--- config.mk ---
export PLATFORM = sky130hd
export DESIGN_NAME = display_command_sequence_player_top
export DESIGN_NICKNAME = d
export VERILOG_FILES = /design/src/rtl/dcsp_pkg.sv /design/src/rtl/dcsp_front.sv /design/src/rtl/dcsp_queue.sv /design/src/rtl/dcsp_back.sv /design/src/rtl/display_command_sequence_player_top.sv
export SDC_FILE = /design/constraint.sdc
export NUM_CORES = 1
export LEC_CHECK = 0
export ABC_AREA = 1
export CAP_MARGIN = 5
export CORE_MARGIN = 8
export CORE_UTILIZATION = 30
export DETAILED_ROUTE_END_ITERATION = 8
export DONT_BUFFER_PORTS = 1
export GPL_TIMING_DRIVEN = 0
export PLACE_DENSITY = 0.48
export SYNTH_ARGS = -nofsm -noshare
export SYNTH_HDL_FRONTEND = slang
export SYNTH_HIERARCHICAL = 1
export SYNTH_SLANG_ARGS = --single-unit
--- constraint.sdc ---
create_clock -name clk -period 5.1 [get_ports clk]
set_clock_uncertainty 0.15 [all_clocks]
set_input_delay 0.51 -clock clk [delete_from_list [all_inputs] [get_ports clk]]
set_output_delay 0.51 -clock clk [all_outputs]
set_load 0.05 [all_outputs]
--- src/rtl/dcsp_pkg.sv ---
// shared types and constants for the display command sequence player
package dcsp_pkg;

  localparam int SEQ_W    = 8;
  localparam int MS_W     = 9;
  localparam int KIND_W   = 2;
  localparam int BLEFT_W  = 15;
  localparam int QUEUE_DEPTH_DEF = 4;

  localparam logic [KIND_W-1:0] KIND_CMD   = 2'd0;
  localparam logic [KIND_W-1:0] KIND_DATA  = 2'd1;
  localparam logic [KIND_W-1:0] KIND_PAUSE = 2'd2;

  localparam logic [SEQ_W-1:0] DELAY_FLAG      = 8'h80;
  localparam logic [SEQ_W-1:0] DELAY_LONG_CODE = 8'd255;
  localparam logic [MS_W-1:0]  DELAY_LONG_MS   = 9'd500;

  // one queue entry: a first result and an optional trailing zero-length pause
  typedef struct packed {
    logic [KIND_W-1:0] a_kind;
    logic [SEQ_W-1:0]  a_byte;
    logic [MS_W-1:0]   a_ms;
    logic              a_wait;
    logic              b_valid;
    logic              b_wait;
  } dcsp_entry_t;

endpackage

--- src/rtl/dcsp_front.sv ---
// front end: parses sequence bytes and classifies them into queue entries
module dcsp_front (
  input  logic                  clk,
  input  logic                  rst_n,
  input  logic                  cfg_we,
  input  logic                  cfg_bit,
  input  logic                  in_take,
  input  logic [dcsp_pkg::SEQ_W-1:0] in_byte,
  input  logic                  in_last,
  input  logic                  in_wait,
  output logic                  push,
  output dcsp_pkg::dcsp_entry_t push_entry
);
  import dcsp_pkg::*;

  localparam logic [2:0] PH_CMD    = 3'd0;
  localparam logic [2:0] PH_LEN    = 3'd1;
  localparam logic [2:0] PH_LEN_LO = 3'd2;
  localparam logic [2:0] PH_DATA   = 3'd3;
  localparam logic [2:0] PH_DELAY  = 3'd4;

  logic [2:0]         phase_r, phase_nxt;
  logic [BLEFT_W-1:0] bleft_r, bleft_nxt;
  logic               dly_r, dly_nxt;
  logic               two_byte_r;
  logic [BLEFT_W-1:0] bleft_dec;

  assign bleft_dec = bleft_r - BLEFT_W'(1);

  always_comb begin
    phase_nxt  = phase_r;
    bleft_nxt  = bleft_r;
    dly_nxt    = dly_r;
    push       = 1'b0;
    push_entry = '0;
    case (phase_r)
      PH_LEN, PH_LEN_LO: begin
        if (phase_r == PH_LEN) begin
          dly_nxt = in_byte[7];
          if (two_byte_r) begin
            bleft_nxt = {in_byte[6:0], 8'h00};
          end else begin
            bleft_nxt = {8'h00, in_byte[6:0]};
          end
        end else begin
          bleft_nxt = bleft_r | {7'h00, in_byte};
        end
        if (phase_r == PH_LEN && two_byte_r) begin
          phase_nxt = PH_LEN_LO;
        end else if (bleft_nxt != '0) begin
          phase_nxt = PH_DATA;
        end else if (dly_nxt) begin
          phase_nxt = PH_DELAY;
        end else begin
          // empty entry, no delay: it ends right here
          push              = 1'b1;
          push_entry.a_kind = KIND_PAUSE;
          push_entry.a_wait = in_wait;
          phase_nxt         = PH_CMD;
        end
      end
      PH_DATA: begin
        push              = 1'b1;
        push_entry.a_kind = KIND_DATA;
        push_entry.a_byte = in_byte;
        bleft_nxt         = bleft_dec;
        if (bleft_dec == '0) begin
          if (dly_r) begin
            phase_nxt = PH_DELAY;
          end else begin
            push_entry.b_valid = 1'b1;
            push_entry.b_wait  = in_wait;
            phase_nxt          = PH_CMD;
          end
        end
      end
      PH_DELAY: begin
        push              = 1'b1;
        push_entry.a_kind = KIND_PAUSE;
        push_entry.a_ms   = (in_byte == DELAY_LONG_CODE) ? DELAY_LONG_MS : {1'b0, in_byte};
        push_entry.a_wait = in_wait;
        dly_nxt           = 1'b0;
        phase_nxt         = PH_CMD;
      end
      default: begin
        push              = 1'b1;
        push_entry.a_kind = KIND_CMD;
        push_entry.a_byte = in_byte;
        bleft_nxt         = '0;
        dly_nxt           = 1'b0;
        phase_nxt         = PH_LEN;
      end
    endcase
    if (in_last) begin
      phase_nxt = PH_CMD;
      bleft_nxt = '0;
      dly_nxt   = 1'b0;
    end
    push = push & in_take;
  end

  always_ff @(posedge clk) begin
    if (!rst_n) begin
      phase_r    <= PH_CMD;
      bleft_r    <= '0;
      dly_r      <= 1'b0;
      two_byte_r <= 1'b0;
    end else begin
      if (in_take) begin
        phase_r <= phase_nxt;
        bleft_r <= bleft_nxt;
        dly_r   <= dly_nxt;
      end
      if (cfg_we) begin
        two_byte_r <= cfg_bit;
      end
    end
  end

endmodule

--- src/rtl/dcsp_queue.sv ---
// short queue of parsed entries between front and back
module dcsp_queue #(
  parameter int DEPTH = dcsp_pkg::QUEUE_DEPTH_DEF
) (
  input  logic                  clk,
  input  logic                  rst_n,
  input  logic                  push,
  input  dcsp_pkg::dcsp_entry_t push_entry,
  input  logic                  pop,
  output logic                  full,
  output logic                  not_empty,
  output dcsp_pkg::dcsp_entry_t head
);
  import dcsp_pkg::*;

  localparam int AW = (DEPTH > 1) ? $clog2(DEPTH) : 1;
  localparam int CW = $clog2(DEPTH + 1);

  dcsp_entry_t   slot_r [DEPTH];
  logic [AW-1:0] wptr_r, wptr_nxt;
  logic [AW-1:0] rptr_r, rptr_nxt;
  logic [CW-1:0] count_r, count_nxt;
  logic          do_pop;

  assign full      = (count_r == CW'(DEPTH));
  assign not_empty = (count_r != '0);
  assign head      = slot_r[rptr_r];
  assign do_pop    = pop & not_empty;

  always_comb begin
    wptr_nxt  = (wptr_r == AW'(DEPTH - 1)) ? '0 : wptr_r + AW'(1);
    rptr_nxt  = (rptr_r == AW'(DEPTH - 1)) ? '0 : rptr_r + AW'(1);
    count_nxt = count_r;
    if (push && !do_pop) begin
      count_nxt = count_r + CW'(1);
    end else if (!push && do_pop) begin
      count_nxt = count_r - CW'(1);
    end
  end

  always_ff @(posedge clk) begin
    if (push) begin
      slot_r[wptr_r] <= push_entry;
    end
  end

  always_ff @(posedge clk) begin
    if (!rst_n) begin
      wptr_r  <= '0;
      rptr_r  <= '0;
      count_r <= '0;
    end else begin
      if (push) begin
        wptr_r <= wptr_nxt;
      end
      if (do_pop) begin
        rptr_r <= rptr_nxt;
      end
      count_r <= count_nxt;
    end
  end

endmodule

--- src/rtl/dcsp_back.sv ---
// back end: expands queue entries into result items behind an output register
module dcsp_back (
  input  logic                  clk,
  input  logic                  rst_n,
  input  logic                  q_valid,
  input  dcsp_pkg::dcsp_entry_t q_head,
  output logic                  q_pop,
  output logic                  res_valid,
  input  logic                  res_ready,
  output logic [dcsp_pkg::KIND_W-1:0] res_kind,
  output logic [dcsp_pkg::SEQ_W-1:0]  res_byte,
  output logic [dcsp_pkg::MS_W-1:0]   res_ms,
  output logic                  res_wait,
  output logic                  res_last
);
  import dcsp_pkg::*;

  logic              valid_r, valid_nxt;
  logic              pend_r, pend_nxt;
  logic              pend_wait_r, pend_wait_nxt;
  logic [KIND_W-1:0] kind_r, kind_nxt;
  logic [SEQ_W-1:0]  byte_r, byte_nxt;
  logic [MS_W-1:0]   ms_r, ms_nxt;
  logic              wait_r, wait_nxt;
  logic              last_r, last_nxt;
  logic              load;

  assign load = !valid_r || res_ready;

  always_comb begin
    valid_nxt     = valid_r;
    pend_nxt      = pend_r;
    pend_wait_nxt = pend_wait_r;
    kind_nxt      = kind_r;
    byte_nxt      = byte_r;
    ms_nxt        = ms_r;
    wait_nxt      = wait_r;
    last_nxt      = last_r;
    q_pop         = 1'b0;
    if (load) begin
      if (pend_r) begin
        // trailing zero-length pause of the previous entry
        valid_nxt = 1'b1;
        kind_nxt  = KIND_PAUSE;
        byte_nxt  = '0;
        ms_nxt    = '0;
        wait_nxt  = pend_wait_r;
        last_nxt  = 1'b1;
        pend_nxt  = 1'b0;
      end else if (q_valid) begin
        q_pop         = 1'b1;
        valid_nxt     = 1'b1;
        kind_nxt      = q_head.a_kind;
        byte_nxt      = q_head.a_byte;
        ms_nxt        = q_head.a_ms;
        wait_nxt      = q_head.a_wait;
        last_nxt      = !q_head.b_valid;
        pend_nxt      = q_head.b_valid;
        pend_wait_nxt = q_head.b_wait;
      end else begin
        valid_nxt = 1'b0;
      end
    end
  end

  always_ff @(posedge clk) begin
    if (!rst_n) begin
      valid_r <= 1'b0;
      pend_r  <= 1'b0;
    end else begin
      valid_r <= valid_nxt;
      pend_r  <= pend_nxt;
    end
  end

  always_ff @(posedge clk) begin
    pend_wait_r <= pend_wait_nxt;
    kind_r      <= kind_nxt;
    byte_r      <= byte_nxt;
    ms_r        <= ms_nxt;
    wait_r      <= wait_nxt;
    last_r      <= last_nxt;
  end

  assign res_valid = valid_r;
  assign res_kind  = kind_r;
  assign res_byte  = byte_r;
  assign res_ms    = ms_r;
  assign res_wait  = wait_r;
  assign res_last  = last_r;

endmodule

--- src/rtl/display_command_sequence_player_top.sv ---
// top level of the display command sequence player
// an item's first result is registered in the entry queue and then in the output register
// throughput: one item per cycle while the entry queue has room; a last data byte with no
//   delay gives two results, and the entry queue absorbs the extra one
// reset: rst_n synchronous active low; parser back to expecting a command,
//   queue emptied, no result pending, two_byte_length cleared
module display_command_sequence_player_top #(
  parameter int QUEUE_DEPTH = dcsp_pkg::QUEUE_DEPTH_DEF
) (
  input  logic        clk,
  input  logic        rst_n,
  // sequence input
  input  logic        in_tvalid,
  output logic        in_tready,
  input  logic [15:0] in_tdata,   // seq_byte[7:0], wait_busy[8], zero pad
  input  logic        in_tlast,   // seq_last
  // result output
  output logic        out_tvalid,
  input  logic        out_tready,
  output logic [23:0] out_tdata,  // byte_out[7:0], pause_ms[16:8], wait_after[17], zero pad
  output logic [1:0]  out_tuser,  // kind
  output logic        out_tlast,  // run_last
  // configuration write: two_byte_length
  input  logic        cfg_valid,
  output logic        cfg_ready,
  input  logic        cfg_data
);
  import dcsp_pkg::*;

  logic              in_take;
  logic              push;
  dcsp_entry_t       push_entry;
  logic              q_full;
  logic              q_not_empty;
  dcsp_entry_t       q_head;
  logic              q_pop;
  logic [KIND_W-1:0] res_kind;
  logic [SEQ_W-1:0]  res_byte;
  logic [MS_W-1:0]   res_ms;
  logic              res_wait;

  // config register always ready; user must land writes while idle, unenforced by block
  assign cfg_ready = 1'b1;

  // the front only stalls when the queue has no room for an entry
  assign in_tready = !q_full;
  assign in_take   = in_tvalid && in_tready;

  // front: parser state and classification of each byte
  dcsp_front u_front (
    .clk        (clk),
    .rst_n      (rst_n),
    .cfg_we     (cfg_valid),
    .cfg_bit    (cfg_data),
    .in_take    (in_take),
    .in_byte    (in_tdata[7:0]),
    .in_last    (in_tlast),
    .in_wait    (in_tdata[8]),
    .push       (push),
    .push_entry (push_entry)
  );

  // decoupling queue
  dcsp_queue #(
    .DEPTH (QUEUE_DEPTH)
  ) u_queue (
    .clk        (clk),
    .rst_n      (rst_n),
    .push       (push),
    .push_entry (push_entry),
    .pop        (q_pop),
    .full       (q_full),
    .not_empty  (q_not_empty),
    .head       (q_head)
  );

  // back: result expansion and output register
  dcsp_back u_back (
    .clk       (clk),
    .rst_n     (rst_n),
    .q_valid   (q_not_empty),
    .q_head    (q_head),
    .q_pop     (q_pop),
    .res_valid (out_tvalid),
    .res_ready (out_tready),
    .res_kind  (res_kind),
    .res_byte  (res_byte),
    .res_ms    (res_ms),
    .res_wait  (res_wait),
    .res_last  (out_tlast)
  );

  assign out_tdata = {6'd0, res_wait, res_ms, res_byte};
  assign out_tuser = res_kind;

endmodule

==> summary.txt <==
GRT
  – Initial antenna violation count: 0
  – Gr usage total: 12.5%
  – Vias in the first global route: 4911
  – Congestion Overflow GR: 0
  – Largest net degree at the start of global routing: 23
  – First-pass GRT wire length: 27.1 mm

Layout
  – Synth-to-layout area growth: 14.8%
  – Final #Nets: 796
  – Ant diodes: 0
  – Layout cells sized above 1: 10.8%
  – Cell area after layout: 0.00777 mm2

Critical path
  – Worst Setup End Kind: flip-flop
  – Arr. time, crit path: 3.30 ns
  – Data required time of the worst path: 4.98 ns
  – R2R Path Start: u_front/phase_r[2]
  – Launching element type of the critical path: flip-flop
  – Crit path max fanout: 22
  – End of the worst register-to-register path: u_queue/slot_r[3][18]
  – Reg2Reg Depth: 14
  – Reg2reg setup slack: 1.68 ns
  – WS Path Type: flip-flop to flip-flop

Synth
  – Synth warn: 6
  – Post-synthesis sequential area ratio: 58.0%
  – Mapped Cells: 739
  – Register bit count reported by yosys: 141
  – Synth Cell Area: 0.00677 mm2
  – Synthesized area per cell: 9.16 um2
  – Cell variety after synth: 40

Clock network
  – Clock sinks: 141
  – TritonCTS Buffers: 17
  – H-tree Lvls: 4
  – Post-CTS setup buffers: 0
  – Clock Latency Late Sink: 0.41 ns
  – CTS resizes: 0
  – Hold buffer count at cts: 0
  – Clk buf depth: 2
  – CTS root buf: clkbuf_16
  – Worst-path clk slew: 0.06 ns
  – CTS tree: done

Die
  – Die Wd: 166 um
  – Core area: 0.0224 mm2
  – Chip height: 166 um
  – FP Rows: 55
  – Starting density of the core: 30.3%
  – Die area: 0.0276 mm2
  – # IOs: 53

STA
  – Slew @ Worst Pin: 1.08 ns
  – Final period util: 67.0%
  – Hold Violations, Final: 0
  – RSZ-0062 raised after global routing: false
  – Final setup fails: 0
  – Setup TNS: 0 ns
  – Min Tclk post-route: 3.42 ns
  – FMAX: 293 MHz
  – Final Max Slew Viols: 0
  – Worst rel slew slack: 27.8%

Placement
  – Placed cell areas: 0.00716 mm2
  – PortBufs: 0
  – RD Place Congestion: 0.857
  – Detailed Place HPWL: 11.8 mm

Run status
  – Outcome: complete, no violations

Power
  – VDD IR-drop max: 0.213 mV
  – P per Cell Area: 595 mW/mm2
  – Leakage: 3.08 nW

Min path
  – Hold Path Sink: u_front/phase_r[1]
  – Hold depth: 2
  – HP Class: input port to flip-flop
  – Hold_sp: rst_n

Route
  – Iteration-0 DRC Markers: 314
  – WL final: 16.9 mm
  – DRC errors left: 0
  – Routed via count: 4896
  – Routed vias/inst: 4.61
  – 1st-pass router iterations: 4
  – Routed length per instance: 15.9 um
  – Post-DRT Antenna Nets: 0

Job
  – Max Cap Violations: 0
==> worst max path at each step <==
stage                                   from  slack, ns               endpoint
final                     u_front/phase_r[2]       1.68  u_queue/slot_r[3][18]
after global routing      u_front/phase_r[2]       1.32   u_queue/slot_r[3][7]
after floorplan                  in_tdata[2]       2.25     u_queue/count_r[2]
after detailed placement  u_front/phase_r[2]       1.61  u_queue/slot_r[3][17]
after global placement    u_front/phase_r[2]       1.64  u_queue/slot_r[3][17]
after CTS                 u_front/phase_r[2]       1.60   u_queue/slot_r[3][7]
==> power breakdown <==
| group | total [mW] | internal, mW | switching (mW) | leakage, nW |
|---|---|---|---|---|
| Combinational | 1.36 | 0.446 | 0.915 | 1.51 |
| Sequential | 1.99 | 1.58 | 0.406 | 1.27 |
| Clock | 1.28 | 0.779 | 0.500 | 0.298 |
| Total | 4.63 | 2.80 | 1.82 | 3.08 |
==> stage by stage <==
stage | hold slack, ns | total power, mW | instances | setup WS (ns) | util, %
floorplan | 0.321 | 2.99 | 744 | 2.25 | -
global placement | 0.349 | 3.37 | 1029 | 1.64 | 31.9
detailed placement | 0.353 | 3.39 | 1030 | 1.61 | 32.0
CTS | 0.0422 | 4.69 | 1062 | 1.60 | 34.7
global route | 0.0508 | 4.92 | 1062 | 1.32 | 34.7
finish | 0.0718 | 4.63 | 1062 | 1.68 | 34.7
==> cells in the final DEF, fill, tap and decap left out, drive strengths merged, types with 3 or more instances in the layout <==
master  instances
inv            88
bufinv          3
nor2          142
ha              8
clkbuf         21
buf            29
nand4           7
dfxtp          31
a22o            4
o21ai          77
nand3b          4
nand2         153
nand3          18
o22ai          23
edfxtp        110
conb            7
nor3            8
clkinv          7
a21oi          23
==> cells by family after synthesis <==
group | share of synthesized area [%]
and+or+nand+nor | 21.0
DFF | 58.0
AOI/OAI and AO/OA | 10.3
buffers and inverters | 8.43
adders and majority gates | 1.78
xor gates and xnor gates | 0.388
other | 0.111
==> registers in the layout (all words and copies together) (netlist names), 2 cells and up, named ones only <==
| register | flops |
|---|---|
| u_back/res_byte | 8 |
| u_back/res_kind | 2 |
| u_back/res_ms | 9 |
| u_front/bleft_r | 15 |
| u_front/phase_r | 3 |
| u_queue/count_r | 3 |
| u_queue/rptr_r | 2 |
| u_queue/slot_r | 88 |
| u_queue/wptr_r | 2 |
==> per-layer routing <==
metal / track usage [%] / share of wire, %
met1: 14.9 / 44
met2: 20.8 / 48
met3: 3.57 / 5.8
met4: 5.57 / 2.4
met5: 0 / 0
==> Yosys cell counts <==
cell / instances / area share (%)
a21boi_1: 1 / 0.11
a21oi_1: 23 / 1.7
a22o_1: 4 / 0.52
a31oi_1: 1 / 0.093
and3_1: 2 / 0.18
buf_2: 7 / 0.52
buf_4: 11 / 1.2
buf_6: 10 / 1.7
clkbuf_1: 4 / 0.22
clkinv_1: 2 / 0.11
conb_1: 2 / 0.11
dfxtp_1: 31 / 9.2
edfxtp_1: 110 / 49
fa_1: 1 / 0.30
ha_1: 8 / 1.5
inv_1: 78 / 4.3
inv_2: 2 / 0.11
inv_4: 1 / 0.093
inv_8: 1 / 0.17
nand2_1: 148 / 8.2
nand2_2: 5 / 0.46
nand3_1: 16 / 1.2
nand3_2: 1 / 0.15
nand3_4: 1 / 0.26
nand3b_1: 4 / 0.44
nand4_1: 7 / 0.65
nor2_1: 134 / 7.4
nor2_2: 6 / 0.55
nor2_4: 2 / 0.33
nor3_1: 7 / 0.52
nor3_2: 1 / 0.15
nor3b_1: 1 / 0.11
nor4_1: 2 / 0.18
o21ai_0: 46 / 3.4
o21ai_1: 30 / 2.2
o21ai_2: 1 / 0.13
o22ai_1: 23 / 2.1
or2_2: 2 / 0.18
xnor2_1: 1 / 0.13
xor2_1: 2 / 0.26
==> critical path, stage by stage, from the launching register on <==
cell and delay, ns:
dfxtp_1 0.37, inv_4 0.14, nand3_4 0.13, buf_6 0.18, nand2_1 0.06, o21ai_1 0.09, nor2_1 0.14, nand2_1 0.08
nor2_2 0.12, nand2_2 0.08, nor2_2 0.09, nand2_2 0.08, a21boi_1 0.42, nand2_1 0.10, inv_1 0.80
==> cell type report <==
class,instances,area (um2)
inverter,84,325
timing repair buffer,1,15.0
clock buffer,17,425
multi-input combinational,487,2290
tap,285,357
sequential,141,3920
buffer,32,245
fill,2272,14600
clock inverter,15,184
Power figures use the tool's default switching activity.
